===== src/sv/srm_ram.sv =====
// Generic single-clock RAM: one write port, one read port, registered read.
// No dependencies.
module srm_ram #(
	parameter int W = 8,
	parameter int DEPTH = 256,
	localparam int AW = (DEPTH > 1) ? $clog2(DEPTH) : 1
) (
	input  logic          clk,
	input  logic          we,
	input  logic [AW-1:0] waddr,
	input  logic [W-1:0]  wdata,
	input  logic          re,
	input  logic [AW-1:0] raddr,
	output logic [W-1:0]  rdata
);

	logic [W-1:0] mem [DEPTH];

	always_ff @(posedge clk) begin
		if (we) begin
			mem[waddr] <= wdata;
		end
		if (re) begin
			rdata <= mem[raddr];
		end
	end

endmodule


===== config.mk =====
export PLATFORM = sky130hd
export DESIGN_NAME = srm_ram
export DESIGN_NICKNAME = d
export VERILOG_FILES = /design/src/sv/srm_ram.sv
export SDC_FILE = /design/constraint.sdc
export NUM_CORES = 2
export LEC_CHECK = 0
export BUFFER_PORTS_ARGS = -buffer_cell sky130_fd_sc_hd__clkbuf_2
export CAP_MARGIN = 40
export CORE_MARGIN = 5
export CORE_UTILIZATION = 45
export DETAILED_ROUTE_END_ITERATION = 6
export SETUP_SLACK_MARGIN = 0.05
export SYNTH_ARGS = -nofsm -noshare
export SYNTH_HDL_FRONTEND = slang
export SYNTH_SLANG_ARGS = --single-unit

===== constraint.sdc =====
create_clock -name clk -period 2.65 [get_ports clk]
set_clock_uncertainty 0.1 [all_clocks]
set_input_delay 0.1325 -clock clk [delete_from_list [all_inputs] [get_ports clk]]
set_output_delay 0.1325 -clock clk [all_outputs]
set_load 0.02 [all_outputs]

==> results.md <==
- Pin slew with the least headroom to its limit: 0.889 ns
- # clock sinks: 2056
- Nets@finish: 4464
- Post-synth EDFFs: 2056
- Unique masters post-synth: 54
- Category of the most critical setup path: reg2reg
- Maximum number of buffers from clock root to sink: 3
- Buffering stage count on the worst path with inverters included: 1
- Iteration-0 DRC count of the detailed router: 5063
- Worst VDD drop: 0.000643 V
- Count of maximum capacitance violations: 0
- Worst Path Arrival: 3.06 ns
- CTS Buf Count: 202
- Kind of path behind the tightest hold check: in2reg
- Post-route insts no fill: 6949
- TritonCTS clock tree: yes
- Destination of the worst register-to-register timing path: rdata[6]$_DFFE_PP_
- Die Area: 0.185 mm²
- Critical Path End Type: register
- Gp weighted congestion: 0.839
- Vias per cell: 5.85
- Area taken by multi-input logic gates: 0.0167 mm²
- Max incr delay on CP: 0.50 ns
- Cells on worst reg2reg path: 7
- Final setup vio count: 0
- Worst-skew pair later-pin latency: 0.85 ns
- Final max-slew violation count: 0
- Pin count of the biggest net entering global routing: 125
- Global route total overflow: 0
- CP Launch Type: register
- Number of endpoints with negative hold slack in the final report: 0
- Share of the clock period used by the worst path: 96.7%
- Hold Path Origin: waddr[4]
- Status: complete, no violations
- Worst slack after detailed placement: -0.756 ns
- Most common cell after layout, fill and taps aside: edfxtp_1
- Sequential fraction of the synthesis area: 77.5%
- Starting Density: 45.2%
- Mean instance size in the synthesized netlist: 21.3 µm²
- Headroom to the max-slew limit: 40.7%
- Gate family responsible for the most delay along the worst path: compound AO/OA/AOI/OAI gates
- Number of top-level design ports: 35
- First-pass iteration count of the detailed router: 5
- Total length of routed wires: 202000 µm
- Share of post-route cells with drive strength above 1: 32.4%
- Cell-by-cell listing of the critical path: mux4_2 > a22o_1 > a221oi_4 > o32ai_2 > nor3_2 > buf_4 > nor4_2
- Synth Instances: 3733
- Sequential standard cell area: 0.0617 mm²
- Total vias in the final route: 40700
- DR WL/cell: 29.1 µm
- Clock period minus worst slack: 2.56 ns
- Count of cells along the worst hold path: 4
- Slack of the worst reg-to-reg path: 0.09 ns
- Worst R2R Start: mem[82][6]$_DFFE_PP_
- Data required time at the worst endpoint: 3.15 ns
- Count of buffers inserted at the top-level ports: 34
- Leak Pwr: 0.0305 µW
- Setup repair after global routing missed its margin: yes
- Horizontal die dimension: 431 µm
- Global-route wire length before repair: 292000 µm
- Routed Antenna Nets: 0
- Synthesized area: 0.0796 mm²
- Number of synthesis warnings: 0
- CP Max Fanout: 1
- Core box area: 0.176 mm²
- Dpl cells: 6558
- Antenna violations before repair: 3
- Fraction of synthesis flops using an asynchronous set or reset pin: 0%
- Max Clock Freq: 0.390 GHz
- Top flip-flop cell by instance count after synthesis: edfxtp_1
- Synth Net Count: 3760
- DRC violation count after routing: 0
- End point of the worst hold path: mem[50][4]$_DFFE_PP_
- Number of standard-cell rows in the floorplan: 154
- Clock-pin slew on the worst setup and hold paths: 0.06 ns
- Overall power: 68200 µW
- Number of global-route vias before repair: 40600
- Flip-flop and latch count after synthesis: 2056
- Root cell of the clock tree: clkbuf_16
- GRT Util Overall: 21.7%
- Die boundary height: 431 µm
- Post-DP HPWL: 132000 µm
- Fill cells: 13500
- Areal power density over the cells: 722 mW/mm²
- Top library cells by usage in the layout, fill and taps aside: 2056 x edfxtp_1, 607 x buf_4, 454 x mux4_2
- Setup WS post-layout: 0.0874 ns
- Area Growth Syn to Fin: 18.6%
- Slowest stage cell, crit path: mux4_2
- H-tree Lvls: 4
## worst register-to-register path, stage by stage, from the launching register on
cell and delay [ns]:
edfxtp_1 0.36, mux4_2 0.50, a22o_1 0.32, a221oi_4 0.37, o32ai_2 0.20, nor3_2 0.26, buf_4 0.17, nor4_2 0.04
## cell type report
type / instances / area share, %
Sequential cell: 2056 / 65.4
Multi-Input combinational cell: 1442 / 17.6
Timing Repair Buffer: 733 / 6.91
Clock buffer: 252 / 5.59
Tap cell: 2340 / 3.10
Clock inverter: 122 / 1.39
Inverter: 2 / 0.00795
Antenna cell: 2 / 0.00530
## how the worst max path moves through the flow
stage                               start                  to  slack (ns)  depth (start not counted)
finish               mem[82][6]$_DFFE_PP_  rdata[6]$_DFFE_PP_        0.09                          7
global route         mem[83][6]$_DFFE_PP_  rdata[6]$_DFFE_PP_        0.05                          7
CTS                 mem[135][0]$_DFFE_PP_  rdata[0]$_DFFE_PP_        0.06                          6
detailed placement               raddr[0]  rdata[3]$_DFFE_PP_       -0.76                          9
global placement                 raddr[0]  rdata[5]$_DFFE_PP_       -0.76                          9
floorplan                        raddr[0]  rdata[2]$_DFFE_PP_        0.34                          9
## sequential cells by signal, indices dropped and copies added (netlist names)
name,flops
rdata,8
mem,2048
## per-stage QoR
step           utilization (%)  area, µm²  TNS [ns]  hold WS (ns)
6_report                  53.6      94500         0        0.0650
3_3_place_gp              49.7      87600     -3.96         0.354
3_5_place_dp              49.7      87600     -3.87         0.357
5_1_grt                   53.6      94500         0        0.0552
4_1_cts                   53.6      94400         0       0.00781
2_1_floorplan                -      79600         0         0.131
## cells in the mapped netlist (2+ instances only)
cell / count / area share [%]
a2111oi_0: 2 / 0.022
a2111oi_1: 2 / 0.025
a211oi_1: 16 / 0.15
a21oi_1: 96 / 0.60
a221oi_1: 13 / 0.14
a22o_1: 8 / 0.088
a22oi_1: 133 / 1.3
a311oi_1: 2 / 0.022
a31oi_1: 2 / 0.016
and2_1: 6 / 0.047
and3b_1: 2 / 0.022
buf_1: 22 / 0.10
buf_12: 8 / 0.20
buf_2: 31 / 0.19
buf_4: 27 / 0.25
buf_6: 21 / 0.30
buf_8: 13 / 0.25
clkbuf_1: 111 / 0.52
edfxtp_1: 2056 / 78
mux2i_1: 134 / 1.7
mux4_1: 2 / 0.066
mux4_2: 454 / 13
nand2_1: 33 / 0.16
nand2b_1: 8 / 0.063
nand3_1: 34 / 0.21
nand3b_1: 2 / 0.019
nand4_1: 10 / 0.079
nor2_1: 282 / 1.3
nor2b_1: 31 / 0.24
nor3_1: 22 / 0.14
nor4_1: 24 / 0.19
nor4_2: 3 / 0.047
o211ai_1: 10 / 0.094
o21ai_0: 10 / 0.063
o21ai_1: 2 / 0.013
o221ai_1: 46 / 0.51
o22a_1: 5 / 0.055
o22ai_1: 28 / 0.22
o32ai_1: 4 / 0.044
or2_2: 4 / 0.031
## what timing repair did
item,CTS,global route
setup endpoints to repair,6,5
gates resized for setup,16,9
setup buffers,0,0
hold buffers,16,0
pin swaps,2,2
hold endpoints to repair,1659,0
## metal layers
layer	GRT usage [%]	wire length (µm)
met1	31.8	85300
met2	34.5	97400
met3	3.41	14800
met4	5.85	4930
met5	0	0
## kinds of logic after synthesis
group	Yosys count	share of synthesized area [%]
buf+inv	235	1.83
simple gates	466	2.63
flops	2056	77.5
mux	591	14.6
compound gates	385	3.42
## power breakdown
group | internal [µW] | switching (µW) | total, µW
sequential | 35900 | 44.3 | 35900
combinational | 1540 | 2280 | 3810
clock | 16300 | 12200 | 28500
total | 53600 | 14500 | 68200
Note: power is estimated with default switching activity, not from simulation.
